`config.mk`:
```
export PLATFORM = sky130hd
export DESIGN_NAME = sor_ctrl
export DESIGN_NICKNAME = d
export VERILOG_FILES = /design/src/design/sor_pkg.sv /design/src/design/sor_ctrl.sv
export SDC_FILE = /design/constraint.sdc
export NUM_CORES = 1
export LEC_CHECK = 0
export ABC_AREA = 1
export BUFFER_PORTS_ARGS = -buffer_cell sky130_fd_sc_hd__buf_2
export CORE_MARGIN = 3
export CORE_UTILIZATION = 52
export DETAILED_ROUTE_END_ITERATION = 6
export GPL_ROUTABILITY_DRIVEN = 0
export GPL_TIMING_DRIVEN = 0
export MAX_ROUTING_LAYER = met4
export PLACE_DENSITY = 0.87
export SLEW_MARGIN = 20
export SYNTH_ARGS = -nofsm -noshare
export SYNTH_HDL_FRONTEND = slang
export SYNTH_SLANG_ARGS = --single-unit
```
`constraint.sdc`:
```
create_clock -name clk -period 1.92 [get_ports clk]
set_input_delay 0.48 -clock clk [delete_from_list [all_inputs] [get_ports clk]]
set_output_delay 0.48 -clock clk [all_outputs]
set_load 0.05 [all_outputs]
```
`src/design/sor_pkg.sv`:
```
`timescale 1ns / 1ps
`default_nettype none
// ---------------------------------------------------------------------------
// sor_pkg
// Shared types and constants of the spike outlier rejector.
// ---------------------------------------------------------------------------
package sor_pkg;

  localparam int CALIB_POINTS = 5;
  localparam int IDX_W        = $clog2(CALIB_POINTS);
  localparam int CNT_W        = $clog2(CALIB_POINTS + 1);
  localparam int SUM_W        = 32 + CNT_W;
  localparam int CFG_IDX_W    = 2;
  localparam int CFG_DATA_W   = 32;

  localparam logic [7:0]         THR_MULT_RST  = 8'd12;
  localparam logic [15:0]        MATCH_TOL_RST = 16'd655;
  localparam logic signed [31:0] NO_MATCH_RST  = -32'sd65536000;

  typedef enum logic [CFG_IDX_W-1:0] {
    REG_THR_MULT,
    REG_MATCH_TOL,
    REG_NO_MATCH
  } cfg_reg_t;

  typedef enum logic [4:0] {
    OP_NONE,
    OP_CAL_INIT,
    OP_SUM_ACC,
    OP_DIV_MEAN,
    OP_MEAN_SET,
    OP_VAR_DIFF,
    OP_VAR_SQ,
    OP_DIV_VAR,
    OP_VAR_ACC,
    OP_SQRT,
    OP_THR,
    OP_ADVANCE,
    OP_NEXT,
    OP_LOAD_NEW,
    OP_SHIFT,
    OP_KEEP_FIRST,
    OP_TEST1,
    OP_EXPECT,
    OP_INT_MUL,
    OP_DIV_INT,
    OP_INT_SET,
    OP_TEST2,
    OP_EMIT,
    OP_END
  } op_t;

  typedef struct packed {
    logic mode_cal;
    logic full;
    logic fin;
    logic last_i;
    logic div_done;
    logic sqrt_done;
    logic first;
    logic has_next;
    logic final_item;
    logic keep;
    logic interp;
    logic out_free;
  } status_t;

  typedef struct packed {
    logic signed [31:0] sample_x;
    logic signed [31:0] sample_y;
    logic signed [31:0] x_error;
    logic signed [31:0] y_error;
    logic               last_sample;
  } in_item_t;

  typedef struct packed {
    logic signed [31:0] out_x;
    logic signed [31:0] out_y;
    logic signed [31:0] out_x_error;
    logic signed [31:0] out_y_error;
    logic               kept;
    logic               last_result;
  } out_item_t;

endpackage
`default_nettype wire

```
`src/design/sor_ctrl.sv`:
```
`timescale 1ns / 1ps
`default_nettype none
// ---------------------------------------------------------------------------
// sor_ctrl
// Sequencer: calibration, per-point judgement and emission of decisions.
// ---------------------------------------------------------------------------
module sor_ctrl import sor_pkg::*; (
  input  wire logic    clk,
  input  wire logic    rst,
  input  wire logic    in_fire,
  input  wire status_t status,
  output logic         in_ready,
  output op_t          op
);

  typedef enum logic [4:0] {
    S_IDLE, S_CAPT, S_SUM, S_MEAN, S_MEANW, S_VD, S_VSQ, S_VDIV, S_VW,
    S_SQ, S_SQW, S_ADV1, S_ADV2, S_JUDGE, S_T1, S_EXP, S_IDIV, S_IW,
    S_T2, S_EMIT, S_NEXT, S_SHF, S_END
  } state_t;

  state_t state;
  state_t state_next;

  always_comb begin
    state_next = state;
    op         = OP_NONE;
    in_ready   = 1'b0;
    case (state)
      S_IDLE: begin
        in_ready = 1'b1;
        if (in_fire) state_next = S_CAPT;
      end
      S_CAPT: begin
        if (status.mode_cal) begin
          if (!status.fin && !status.full) begin
            state_next = S_IDLE;
          end else begin
            op         = OP_CAL_INIT;
            state_next = S_SUM;
          end
        end else begin
          op         = OP_LOAD_NEW;
          state_next = S_JUDGE;
        end
      end
      S_SUM: begin
        op = OP_SUM_ACC;
        if (status.last_i) state_next = S_MEAN;
      end
      S_MEAN: begin
        op         = OP_DIV_MEAN;
        state_next = S_MEANW;
      end
      S_MEANW: begin
        if (status.div_done) begin
          op         = OP_MEAN_SET;
          state_next = S_VD;
        end
      end
      S_VD: begin
        op         = OP_VAR_DIFF;
        state_next = S_VSQ;
      end
      S_VSQ: begin
        op         = OP_VAR_SQ;
        state_next = S_VDIV;
      end
      S_VDIV: begin
        op         = OP_DIV_VAR;
        state_next = S_VW;
      end
      S_VW: begin
        if (status.div_done) begin
          op         = OP_VAR_ACC;
          state_next = status.last_i ? S_SQ : S_VD;
        end
      end
      S_SQ: begin
        op         = OP_SQRT;
        state_next = S_SQW;
      end
      S_SQW: begin
        if (status.sqrt_done) begin
          op         = OP_THR;
          state_next = S_ADV1;
        end
      end
      S_ADV1: begin
        op         = OP_ADVANCE;
        state_next = S_ADV2;
      end
      S_ADV2: begin
        op         = OP_ADVANCE;
        state_next = S_JUDGE;
      end
      S_JUDGE: begin
        if (status.mode_cal && !status.fin && status.final_item) begin
          state_next = S_IDLE;
        end else if (status.first) begin
          op         = OP_KEEP_FIRST;
          state_next = S_EMIT;
        end else begin
          op         = OP_TEST1;
          state_next = S_T1;
        end
      end
      S_T1: begin
        if (status.keep || !status.has_next) begin
          state_next = S_EMIT;
        end else begin
          op         = OP_EXPECT;
          state_next = S_EXP;
        end
      end
      S_EXP: begin
        if (status.interp) begin
          op         = OP_INT_MUL;
          state_next = S_IDIV;
        end else begin
          state_next = S_T2;
        end
      end
      S_IDIV: begin
        op         = OP_DIV_INT;
        state_next = S_IW;
      end
      S_IW: begin
        if (status.div_done) begin
          op         = OP_INT_SET;
          state_next = S_T2;
        end
      end
      S_T2: begin
        op         = OP_TEST2;
        state_next = S_EMIT;
      end
      S_EMIT: begin
        if (status.out_free) begin
          op = OP_EMIT;
          if (status.final_item) state_next = S_END;
          else if (status.mode_cal) state_next = S_NEXT;
          else state_next = S_SHF;
        end
      end
      S_NEXT: begin
        op         = OP_NEXT;
        state_next = S_JUDGE;
      end
      S_SHF: begin
        op         = OP_SHIFT;
        state_next = status.fin ? S_JUDGE : S_IDLE;
      end
      S_END: begin
        op         = OP_END;
        state_next = S_IDLE;
      end
      default: state_next = S_IDLE;
    endcase
  end

  always_ff @(posedge clk) begin
    if (rst) begin
      state <= S_IDLE;
    end else begin
      state <= state_next;
    end
  end

endmodule
`default_nettype wire

```
### Yosys cells after proc, flatten, opt, wreduce, memory -nomap -nowiden

Index checks and enable logic that the tools add are counted.

| cells by class | value |
|---|---|
| reductions and logical operators | 11 |
| divide/modulo/power cells | 0 |
| mux-type cells | 31 |
| equality and inequality tests | 29 |
| shifts and indexed selects | 0 |
| add/sub/neg operators | 0 |
| bitwise gates (word level) | 0 |
| order comparisons | 0 |
| multipliers | 0 |

Operators with widths:

| cell | number |
|---|---|
| one-hot mux 5 bit (21 select lines) | 2 |
| 2-to-1 mux 5 bit | 18 |
| == test 5 x 4 -> 1 bit (second input constant) | 8 |
| == test 5 bit (second input constant) | 7 |
| == test 5 x 3 -> 1 bit (second input constant) | 4 |
| 2-to-1 mux 4 bit | 4 |
| != test 2 bit (second input constant) | 7 |
| == test 5 x 2 -> 1 bit (second input constant) | 2 |
| AND reduction 7 bit | 1 |
| 2-to-1 mux 2 bit | 3 |
| == test 5 x 1 -> 1 bit (second input constant) | 1 |
| zero test 5 bit | 1 |
| OR reduction 2 bit | 2 |
| logical AND 1 bit | 3 |
| zero test 1 bit | 3 |
| 2-to-1 mux 1 bit | 3 |
| 2-to-1 mux 3 bit | 1 |
| logical OR 1 bit | 1 |

| word-level totals | value |
|---|---|
| register bits after elaboration | 5 |
| memories | 0 |
| RAM bits | 0 |
| bits in latches | 0 |
| ROM bits | 0 |

### Depth between registers and ports, before layout

Gate-level depths: netlist (run 1).

| depth | value |
|---|---|
| depth after elaboration | 5 |
| depth in mapped cells | 11 |
| mapped depth without buffers | 10 |

### Worst setup path after synthesis (run 1)

Ideal clock, no wire load.

| path | value |
|---|---|
| path kind | register to output |
| start point | reg state[2] |
| end point | out op[1] |
| arrival | 1.576 ns |
| path slack | -0.136 ns |
| stages on the path, launching flop included | 8 |
| path through | dfxtp_1 -> inv_1 -> nand2_1 -> inv_1 -> nand2_1 -> o21ai_0 -> a211oi_1 -> nand4_1 |

| on the way | value |
|---|---|
| word-level cells in the longest chain between the ends | 3 |
| elaborated cells on any way between the ends | 24 |
| those cells by class | eq/ne: 22; mux: 1; reduce/logical: 1 |

Ends and longest elaborated chain:

| what | RTL line | RTL |
|---|---|---|
| from (decl) | sor_ctrl.sv:22 | `state_t state;` |
| from (signal assigned) | sor_ctrl.sv:166 | `state <= state_next;` |
| == test 5 x 4 -> 1 bit | sor_ctrl.sv:29 | `case (state)` |
| OR reduction 2 bit (no source line) | -- |  |
| one-hot mux 5 bit (21 select lines) (*) | sor_ctrl.sv:29 |  |
| to (decl) | sor_ctrl.sv:13 | `output op_t op` |

Mark *: on every way between the ends. The rest lies on a longest branch, timed or not.

### Final worst setup path (run 1)

| path | value |
|---|---|
| start point | reg state[1] |
| end point | out op[2] |

Same word-level chain as after synthesis.

==> metrics.md, run 1 <==
| Metric | Value |
|---|---|
| Initial core utilization | 56.17% |
| Core area | 1541 µm² |
| Flops & latches, synth | 5 |
| Num rows | 14 |
| Final worst slack | -244.6 ps |
| Final setup TNS | -1047 ps |
| Largest Register | state |
| Num Clock Sinks | 5 |
| Mapped Area | 865.8 µm² |
| Die width | 46.81 µm |
| PortBufs | 20 |
| Most frequent cells in the layout | nand2_1, nor2_1, inv_1, nand3_1, buf_2 |
| Hold WS | 469.4 ps |
| Vias/cell | 6.676 |
| Final setup fails | 5 |
| Share of the synthesized area in the top cell type | 21.24% |
| Clock latency on the worst-skew pair | 250 ps |
| Worst setup path class | register to output pin |
| Worst Setup End Kind | output pin |
| Max Cap Viol | 0 |
| Hold Path Class | input port to register |
| Slew Viols, Final | 0 |
| Post-synth top flop | dfxtp_1 |
| Cells taking the most area after synthesis | nand2_1, nor2_1, nand3_1 |
| Final cell count without fillers | 225 |
| Commonest non-fill, non-tap cell in the layout | nand2_1 |
| RSZ-0062 raised after global routing | true |
| DIE AREA | 2191 µm² |
| Vias in the first global route | 1,239 |
| Post-synthesis sequential area ratio | 11.56% |
| Number of library cell types mapped by synthesis | 23 |
| # diodes | 0 |
| Die extent in y | 46.81 µm |
| H-tree Lvls | 1 |
| Clk Tree Root Cell | clkbuf_4 |
| Clock buffer depth | 2 |
| CTS buffer count | 3 |
| Placed insts | 209 |
| Status | finished with violations |
| Largest register FFs | 5 |
| Top flop regs | state (5) |
| Async SR Flop Fraction | 0% |
| Slew @ Worst Pin | 342.6 ps |
| Top cell type by total area after synthesis | nand2_1 |
| DRC Markers | 58 |
| Crit share post-route | 112.7% |
| Peak supply drop | 0.9643 mV |
| Worst-path clk slew | 60 ps |
| Gr ovfl total | 0 |
| Pwr/cell area | 1380 nW/µm² |
| Critical Path AT | 1680 ps |
| DR vias | 1,502 |
| Pleak | 0.6918 nW |
| I/O pins | 21 |
| Post-synthesis net count | 188 |
| Post-synth EDFFs | 0 |
| FF-to-FF path depth | 10 |
| Antenna-violating nets left | 0 |
| Synth warnings | 0 |
| Wirelength, routed | 4337 µm |
| Post-DP Area | 1018 µm² |
| Share of layout cells above drive strength 1 | 42.11% |
| GRT Overall Usage | 36.81% |
| Failing checks | DRC, setup timing |
| Layout Skew | 16.72 ps |
| Largest net degree at the start of global routing | 9 |
| Hold Crit Depth | 2 |
| Final HPWL DP | 2290 µm |
| Slew HR | 77.08% |
| Crit path time final | 2165 ps |
| Design area | 1349 µm² |
| # nets final | 225 |
| Req. time, crit path | 1440 ps |
| Gate Count Post-Synth | 173 |
| Initial drt markers | 248 |
| CP Max Fanout | 6 |
| Fin. Hold Viols | 0 |
| Area grow syn2layout | 55.78% |
| Fin util | 87.50% |
| First-pass GRT wire length | 5595 µm |
| Crit path launch type | register |
| Initial antenna violation count | 0 |
| CTS tree | built |
| FMAX | 0.4620 GHz |
| Initial DRT Pass Iterations | 7 |
| Mean Syn Cell Area | 5.005 µm² |
| WL per Instance | 19.28 µm |
==> layer usage <==
metal,global-route usage [%],wire [µm],vias to the layer above
met1,44.95,1505,645
met5,-,0,-
met3,7.280,654,57
li1,-,-,627
met2,58.27,1844,173
met4,16.02,333,0
==> worst max-delay path, cell delays in order (launching register included) <==
cell and delay (ps):
dfxtp_4 420, inv_8 60, nor2_2 200, nand2_1 190, nor2_1 240, nor4_2 60
nand3_1 90, buf_6 160
==> metrics by stage <==
step           total power, mW  setup slack (ps)
3_5_place_dp             1.255            -178.8
4_1_cts                  1.637            -174.1
6_report                 1.861            -244.6
5_1_grt                  1.940            -326.4
2_1_floorplan            1.027            -40.73
3_3_place_gp             1.232            -177.1
==> cell families (layout without fill, tap and decap cells) <==
group,after synthesis,after routing,share of synthesized area (%)
flip-flops,5,5,11.56
AO/OA/AOI/OAI,17,17,11.27
buffers and inverters,26,62,13.01
AND/OR/NAND/NOR,125,125,64.16
==> area by class of cell <==
| cell class | count | area [µm²] |
|---|---|---|
| flip-flops and latches | 5 | 112.6 |
| multi-input cells | 142 | 827.0 |
| plain buffers | 2 | 22.52 |
| well taps | 16 | 20.02 |
| fillers | 75 | 192.7 |
| inverters | 23 | 96.34 |
| repair buffers | 33 | 244.0 |
| clock buffers | 4 | 26.28 |
==> report_power, final <==
group          internal [mW]  switching, mW  leakage, nW
sequential             0.153         0.0803       0.0433
combinational          0.493           1.01        0.633
clock                 0.0790         0.0495       0.0150
==> final timing paths <==
check / start / to / slack (ps)
worst max-delay path: state[1]$_SDFFE_PP0P_ / op[2] / -240
worst min-delay path: rst / state[3]$_SDFFE_PP0P_ / 470
worst max register to register: state[0]$_SDFFE_PP0P_ / state[0]$_SDFFE_PP0P_ / 180
worst min register to register: state[1]$_SDFFE_PP0P_ / state[1]$_SDFFE_PP0P_ / 570
==> timing repair <==
item                       in CTS  in global routing
resized for setup              39                 25
pin swaps                      10                 15
buffers inserted                9                  4
setup endpoints to repair       5                  6
gates cloned                    0                  0
hold buffers                    0                  0
==> synth_stat cells, types with 2 or more instances <==
| library cell | instances |
|---|---|
| nand4_1 | 3 |
| inv_1 | 21 |
| dfxtp_1 | 5 |
| nand3_1 | 22 |
| nor2_4 | 2 |
| nor3_1 | 4 |
| nand2_1 | 49 |
| a21oi_1 | 6 |
| o21ai_0 | 5 |
| nor2_2 | 6 |
| nor2_1 | 33 |
| o211ai_1 | 3 |
| nand2_2 | 4 |
(Power assumes the default switching activity.)
==> run 2: changes to the inputs <==
--- a/config.mk
+++ b/config.mk
@@ -14,7 +14,7 @@
 export GPL_TIMING_DRIVEN = 0
 export MAX_ROUTING_LAYER = met4
 export PLACE_DENSITY = 0.87
-export SLEW_MARGIN = 20
+export SETUP_SLACK_MARGIN = 0.05
 export SYNTH_ARGS = -nofsm -noshare
 export SYNTH_HDL_FRONTEND = slang
 export SYNTH_SLANG_ARGS = --single-unit
==> constraint.sdc (replaced) <==
create_clock -name clk -period 2 [get_ports clk]
set_input_delay 0.5 -clock clk [delete_from_list [all_inputs] [get_ports clk]]
set_output_delay 0.5 -clock clk [all_outputs]
set_load 0.05 [all_outputs]
==> metrics.md, run 2 (synthesis results as in run 1) <==
| Metric | Value |
|---|---|
| Status | finished with violations |
| Failing checks | setup timing |
| DRC Markers | 0 (-100%) |
| CTS buffer count | 3 (unchanged) |
| Layout Skew | 17.24 ps (+0.5175 ps) |
| Final setup TNS | -556.6 ps (+490.8 ps) |
| Core area | 1541 µm² (unchanged) |
| Pleak | 0.6626 nW (-4.2%) |
| Clk Tree Root Cell | clkbuf_4 |
| I/O pins | 21 (unchanged) |
| Pre-CTS WS | -154.4 ps (+24.41 ps) |
| DR vias | 1,396 (-7.1%) |
| WL per Instance | 16.33 µm (-15%) |
| Vias/cell | 6.288 (-5.8%) |
| Final HPWL DP | 2252 µm (-1.6%) |
| CP Max Fanout | 7 (+1) |
| # nets final | 222 (-1.3%) |
| Initial drt markers | 128 (-48%) |
| Crit path launch type | register |
| Placed insts | 209 (unchanged) |
| Critical Path AT | 1650 ps (-30 ps) |
| Peak supply drop | 0.8623 mV (-11%) |
| Slew HR | 82.85% (+5.8 points) |
| FMAX | 0.4641 GHz |
| Pwr/cell area | 1316 nW/µm² (-4.6%) |
| H-tree Lvls | 1 (unchanged) |
| Post-cts hold buffer count | 0 (unchanged) |
| Final Power | 1.676 mW (-9.9%) |
| Post-DP Area | 999.7 µm² (-1.8%) |
| Final setup fails | 5 (unchanged) |
| Largest Register | state |
| Crit share post-route | 107.7% |
| Slew @ Worst Pin | 255.3 ps (-87.30 ps) |
| GRT Overall Usage | 31.41% (-5.4 points) |
| Commonest non-fill, non-tap cell in the layout | nand2_1 |
| CTS tree | built |
| Crit path time final | 2155 ps |
| Die width | 46.81 µm (unchanged) |
| Initial antenna violation count | 0 (unchanged) |
| Top flop regs | state (5) |
| Initial DRT Pass Iterations | 5 (-2) |
| Worst Setup End Kind | output pin |
| Hold WS | 481.7 ps (+12.26 ps) |
| Hold Path Class | input port to register |
| PortBufs | 20 (unchanged) |
| First-pass GRT wire length | 4816 µm (-14%) |
| Vias in the first global route | 1,151 (-7.1%) |
| Num Clock Sinks | 5 (unchanged) |
| Worst-path clk slew | 60 ps (about the same) |
| DIE AREA | 2191 µm² (unchanged) |
| Die extent in y | 46.81 µm (unchanged) |
| Antenna-violating nets left | 0 (unchanged) |
| Initial core utilization | 56.17% (unchanged) |
| Req. time, crit path | 1500 ps (+60 ps) |
| Num rows | 14 (unchanged) |
| RSZ-0062 raised after global routing | true |
| Most frequent cells in the layout | nand2_1, nor2_1, nand3_1 |
| Clock buffer depth | 2 (unchanged) |
| Wirelength, routed | 3625 µm (-16%) |
| Max Cap Viol | 0 (unchanged) |
| Fin. Hold Viols | 0 (unchanged) |
| Largest register FFs | 5 (unchanged) |
| Slew Viols, Final | 0 (unchanged) |
| Worst setup path class | register to output pin |
| # diodes | 0 (unchanged) |
| Largest net degree at the start of global routing | 11 (+2) |
| Area grow syn2layout | 47.11% |
| Final worst slack | -154.9 ps (+89.75 ps) |
| Share of layout cells above drive strength 1 | 37.86% (-4.2 points) |
| Gr ovfl total | 0 (unchanged) |
| Fin util | 82.63% (-4.9 points) |
| Final cell count without fillers | 222 (-1.3%) |
| Clock latency on the worst-skew pair | 260 ps (about the same) |
| Design area | 1274 µm² (-5.6%) |
run 2: cell count changes in the layout (fill, tap and decap cells not counted), moves of 2 or more:
cell	change
buf_4	-4
nor3_2	-2
dfxtp_1	+2
nor3_1	+2
buf_6	+2
o21ai_4	-3
nand3_2	-2
o21ai_2	+3
run 2: final timing paths:
check / cells past startpoint / end / startpoint / slack, ps
setup / recovery: 9 / op[2] / state[1]$_SDFFE_PP0P_ / -150
hold / removal: 2 / state[2]$_SDFFE_PP0P_ / rst / 480
setup reg to reg: 11 / state[3]$_SDFFE_PP0P_ / state[3]$_SDFFE_PP0P_ / 350
hold reg to reg: 2 / state[3]$_SDFFE_PP0P_ / state[3]$_SDFFE_PP0P_ / 570
run 2: critical path: stages (launching register included):
cell	delay, ps
dfxtp_1	300
buf_6	140
inv_8	70
nand2_8	60
nor2_4	180
nand3_2	160
o21ai_1	150
a21oi_1	60
nand3_1	110
buf_6	170
run 2: power by group:
group          internal (mW)  leakage, nW  switching [mW]  total (mW)
combinational          0.443        0.605           0.920        1.36
sequential             0.141       0.0423          0.0458       0.187
clock                 0.0760       0.0150          0.0505       0.126
run 2: routing by layer:
layer  wire length (µm)  GRT usage [%]
met1               1239          36.16
met2               1673          52.57
met3                488          8.046
met4                224          10.50
met5                  0              -
run 2: what timing repair did:
item,4_1_cts,5_1_grt
pin swaps,9,11
setup buffers,4,5
resized for setup,34,25
hold endpoints to repair,0,0
gates cloned,0,0
setup endpoints to repair,5,6
run 2: final cells by class:
type	count	area (µm²)
Tap cell	16	20.02
Timing Repair Buffer	29	205.2
Sequential cell	5	107.6
Buffer	3	33.78
Clock buffer	4	26.28
Fill cell	97	267.8
Inverter	23	93.84
Multi-Input combinational cell	142	787.0
==> run 3: changes to the inputs <==
--- a/config.mk
+++ b/config.mk
@@ -8,12 +8,13 @@
 export ABC_AREA = 1
 export BUFFER_PORTS_ARGS = -buffer_cell sky130_fd_sc_hd__buf_2
 export CORE_MARGIN = 3
-export CORE_UTILIZATION = 52
+export CORE_UTILIZATION = 55
+export CTS_BUF_LIST = sky130_fd_sc_hd__clkbuf_2
 export DETAILED_ROUTE_END_ITERATION = 6
 export GPL_ROUTABILITY_DRIVEN = 0
 export GPL_TIMING_DRIVEN = 0
 export MAX_ROUTING_LAYER = met4
-export PLACE_DENSITY = 0.87
+export PLACE_DENSITY = 0.91
 export SETUP_SLACK_MARGIN = 0.05
 export SYNTH_ARGS = -nofsm -noshare
 export SYNTH_HDL_FRONTEND = slang
==> metrics.md, run 3 <==
| Metric | Value |
|---|---|
| Status | aborted with a tool error |
| Stopping stage | 5_1_grt |
| First error | [ERROR GRT-0232] Routing congestion too high. Check the congestion heatmap in the GUI. |
| I/O pins | 21 (unchanged) |
| H-tree Lvls | 1 (unchanged) |
| CTS buffer count | 3 (unchanged) |
| Gate Count Post-Synth | 173 (unchanged) |
| Post-cts hold buffer count | 0 (unchanged) |
| PortBufs | 20 (unchanged) |
| WEP type | top-level output |
| Initial core utilization | 62.62% (+6.5 points) |
| Die extent in y | 45.68 µm (-2.4%) |
| Pre-CTS WS | -164.2 ps (-9.789 ps) |
| Number of library cell types mapped by synthesis | 23 (unchanged) |
| Flops & latches, synth | 5 (unchanged) |
| Most frequent cell after synthesis | nand2_1 |
| Post-synthesis sequential area ratio | 11.56% (unchanged) |
| Clk Tree Root Cell | clkbuf_2 |
| Cells taking the most area after synthesis | nand2_1, nor2_1, nand3_1 |
| Mean Syn Cell Area | 5.005 µm² (unchanged) |
| Post-synth EDFFs | 0 (unchanged) |
| Synth warnings | 0 (unchanged) |
| Post-synthesis net count | 188 (unchanged) |
| Async SR Flop Fraction | 0% (unchanged) |
| Largest net degree at the start of global routing | 11 |
| GRT Overall Usage | 61.39% |
| Num rows | 13 (-1) |
| Worst setup endpoint GRT | op[1] |
| Mapped Area | 865.8 µm² (unchanged) |
| Post-DP Area | 998.5 µm² (-0.13%) |
| Clock buffer depth | 2 (unchanged) |
| Final HPWL DP | 2151 µm (-4.5%) |
| Num Clock Sinks | 5 (unchanged) |
| Die width | 45.68 µm (-2.4%) |
| Post-synth top flop | dfxtp_1 |
| Share of the synthesized area in the top cell type | 21.24% (unchanged) |
| Top cell type by total area after synthesis | nand2_1 |
| Synth top cells by count | nand2_1, nor2_1, nand3_1 |
| Gr ovfl total | 17 |
-- run 3: logic make-up after synthesis --
group,Yosys count,share of synthesized area [%]
AND/OR/NAND/NOR,125,64.16
AO/OA/AOI/OAI,17,11.27
flip-flops,5,11.56
buffers and inverters,26,13.01
-- run 3: through the flow --
stage	TNS, ps	hold WS (ps)	instances
after global placement	-293.3	511.9	208
after CTS	-235.3	477.2	216
after floorplan	-0.7344	485.5	173
after detailed placement	-463.4	542.4	208
-- run 3: metal layers --
metal,GRT overflow,track usage [%]
met1,0,58.49
met2,8,79.39
met3,0,37.94
met4,9,65.50
met5,-,-
-- run 3: timing repair --
| item | 4_1_cts |
|---|---|
| buffers inserted | 4 |
| resized for setup | 42 |
| setup endpoints to repair | 5 |
| pin swaps | 9 |
==> run 4: changes to the inputs <==
==> config.mk (replaced) <==
export PLATFORM = sky130hd
export DESIGN_NAME = sor_ctrl
export DESIGN_NICKNAME = d
export VERILOG_FILES = /design/src/design/sor_pkg.sv /design/src/design/sor_ctrl.sv
export SDC_FILE = /design/constraint.sdc
export NUM_CORES = 1
export LEC_CHECK = 0
export ABC_AREA = 1
export BUFFER_PORTS_ARGS = -buffer_cell sky130_fd_sc_hd__buf_2
export CORE_AREA = 3 3 64 66
export DETAILED_ROUTE_END_ITERATION = 6
export DIE_AREA = 0 0 67 69
export GPL_ROUTABILITY_DRIVEN = 0
export GPL_TIMING_DRIVEN = 0
export PLACE_DENSITY_LB_ADDON = 0.15
export SYNTH_ARGS = -nofsm -noshare
export SYNTH_HDL_FRONTEND = slang
export SYNTH_SLANG_ARGS = --single-unit
==> metrics.md, run 4 (synthesis results as in run 1) <==
| Metric | Value |
|---|---|
| Status | finished with violations |
| Failing checks | setup timing |
| Pwr/cell area | 1252 nW/µm² |
| Clk Tree Root Cell | clkbuf_8 |
| Antenna-violating nets left | 0 |
| CP Max Fanout | 5 |
| WL per Instance | 13.18 µm |
| RR Startpoint | state[0]$_SDFFE_PP0P_ |
| RSZ-0062 raised after global routing | true |
| Vias in the first global route | 1,203 |
| Num rows | 22 (+9) |
| Wirelength, routed | 3360 µm |
| PortBufs | 20 (unchanged) |
| Final cell count without fillers | 255 |
| DR vias | 1,262 |
| Largest net degree at the start of global routing | 11 |
| Worst Hold Path EP | state[0]$_SDFFE_PP0P_ |
| Register-to-Register Setup Slack | 500 ps |
| Req. time, crit path | 1500 ps |
| Hold Path Class | input port to register |
| Initial antenna violation count | 0 |
| Fin util | 37.98% |
| Initial drt markers | 179 |
| Core area | 3633 µm² |
| Worst Setup End Kind | output pin |
| Layout Skew | 1.488 ps |
| Die extent in y | 69 µm (+51%) |
| Worst setup path class | register to output pin |
| Most frequent cells in the layout | nand2_1, nor2_1, inv_1, nand3_1, buf_2 |
| Num Clock Sinks | 5 (unchanged) |
| Largest register FFs | 5 |
| Crit path time final | 2071 ps |
| Clock latency on the worst-skew pair | 220 ps |
| Slew Viols, Final | 0 |
| Critical Path AT | 1570 ps |
| Worst-path clk slew | 40 ps |
| Slew HR | 84.01% |
| HP Start | rst |
| Final HPWL DP | 2448 µm (+14%) |
| Area grow syn2layout | 59.39% |
| Pleak | 0.6724 nW |
| CTS buffer count | 3 (unchanged) |
| Hold Crit Depth | 2 |
| Commonest non-fill, non-tap cell in the layout | nand2_1 |
| Initial DRT Pass Iterations | 5 |
| Pre-CTS WS | -183.4 ps (-19.17 ps) |
| First-pass GRT wire length | 5299 µm |
| H-tree Lvls | 1 (unchanged) |
| I/O pins | 21 (unchanged) |
| Crit path launch type | register |
| Peak supply drop | 0.4255 mV |
| FF-to-FF path depth | 11 |
| Crit share post-route | 103.5% |
| Largest Register | state |
| CTS tree | built |
| Worst R2R End | state[1]$_SDFFE_PP0P_ |
| Max Cap Viol | 0 |
| # diodes | 0 |
| Initial core utilization | 23.83% (-39 points) |
| Final worst slack | -70.53 ps |
| GRT Overall Usage | 14.26% |
| Die width | 67 µm (+47%) |
| FMAX | 0.4830 GHz |
| Vias/cell | 4.949 |
| Gr ovfl total | 0 |
| DRC Markers | 0 |
| Fin. Hold Viols | 0 |
| Hold WS | 507.0 ps |
| Clock buffer depth | 2 (unchanged) |
| Slew @ Worst Pin | 239.0 ps |
| Share of layout cells above drive strength 1 | 42.03% |
| # nets final | 223 |
| Final Power | 1.728 mW |
| Top flop regs | state (5) |
| Placed insts | 241 (+16%) |
| DIE AREA | 4623 µm² |
| Final setup fails | 5 |
-- run 4: routing by layer --
metal | vias to the layer above | part of all wire [%] | global-route usage, %
li1 | 623 | - | -
met1 | 539 | 38 | 18.07
met2 | 84 | 49 | 24.56
met3 | 16 | 8.7 | 1.303
met4 | 0 | 3.7 | 4.730
met5 | - | 0 | 0
-- run 4: area by class of cell --
| type | count | area (µm²) |
|---|---|---|
| Fill cell | 409 | 2253 |
| Multi-Input combinational cell | 142 | 827.0 |
| Clock buffer | 4 | 45.04 |
| Tap cell | 48 | 60.06 |
| Buffer | 2 | 26.28 |
| Inverter | 23 | 93.84 |
| Sequential cell | 5 | 110.1 |
| Timing Repair Buffer | 31 | 217.7 |
-- run 4: worst max-delay path: stages, from the launching register on --
cell	delay, ps
dfxtp_2	430
inv_8	60
nor2_2	180
nand4_1	200
nand2_2	150
nor2_1	50
nand4_1	110
buf_6	170
-- run 4: report_power, final --
part           total [mW]  internal [mW]  switching, mW
logic                1.34          0.448          0.887
clock network       0.185          0.137         0.0487
registers           0.207          0.145         0.0618
-- run 4: worst max path at each step --
stage | from | depth (start not counted) | slack [ps] | to
after detailed placement | state[2]$_SDFFE_PP0P_ | 8 | -180 | op[2]
after global placement | state[2]$_SDFFE_PP0P_ | 8 | -240 | op[4]
after global routing | state[0]$_SDFFE_PP0P_ | 8 | -150 | op[1]
after floorplan | status[9] | 5 | -0.7 | op[1]
after CTS | state[1]$_SDFFE_PP0P_ | 9 | -80 | op[1]
final | state[1]$_SDFFE_PP0P_ | 7 | -70 | op[1]
-- run 4: through the flow --
| stage | area, µm² | TNS [ps] |
|---|---|---|
| finish | 1380 | -251.4 |
| global route | 1380 | -560.4 |
| CTS | 1242 | -249.0 |
| detailed placement | 1036 | -571.5 |
| global placement | 1036 | -819.7 |
| floorplan | 875.8 | -0.7344 |
-- run 4: timing repair --
action / CTS / global route
cloned: 0 / 0
pin swaps: 9 / 12
resized for setup: 39 / 32
setup buffers: 6 / 5
setup endpoints to repair: 5 / 5
hold buffers: 0 / 0
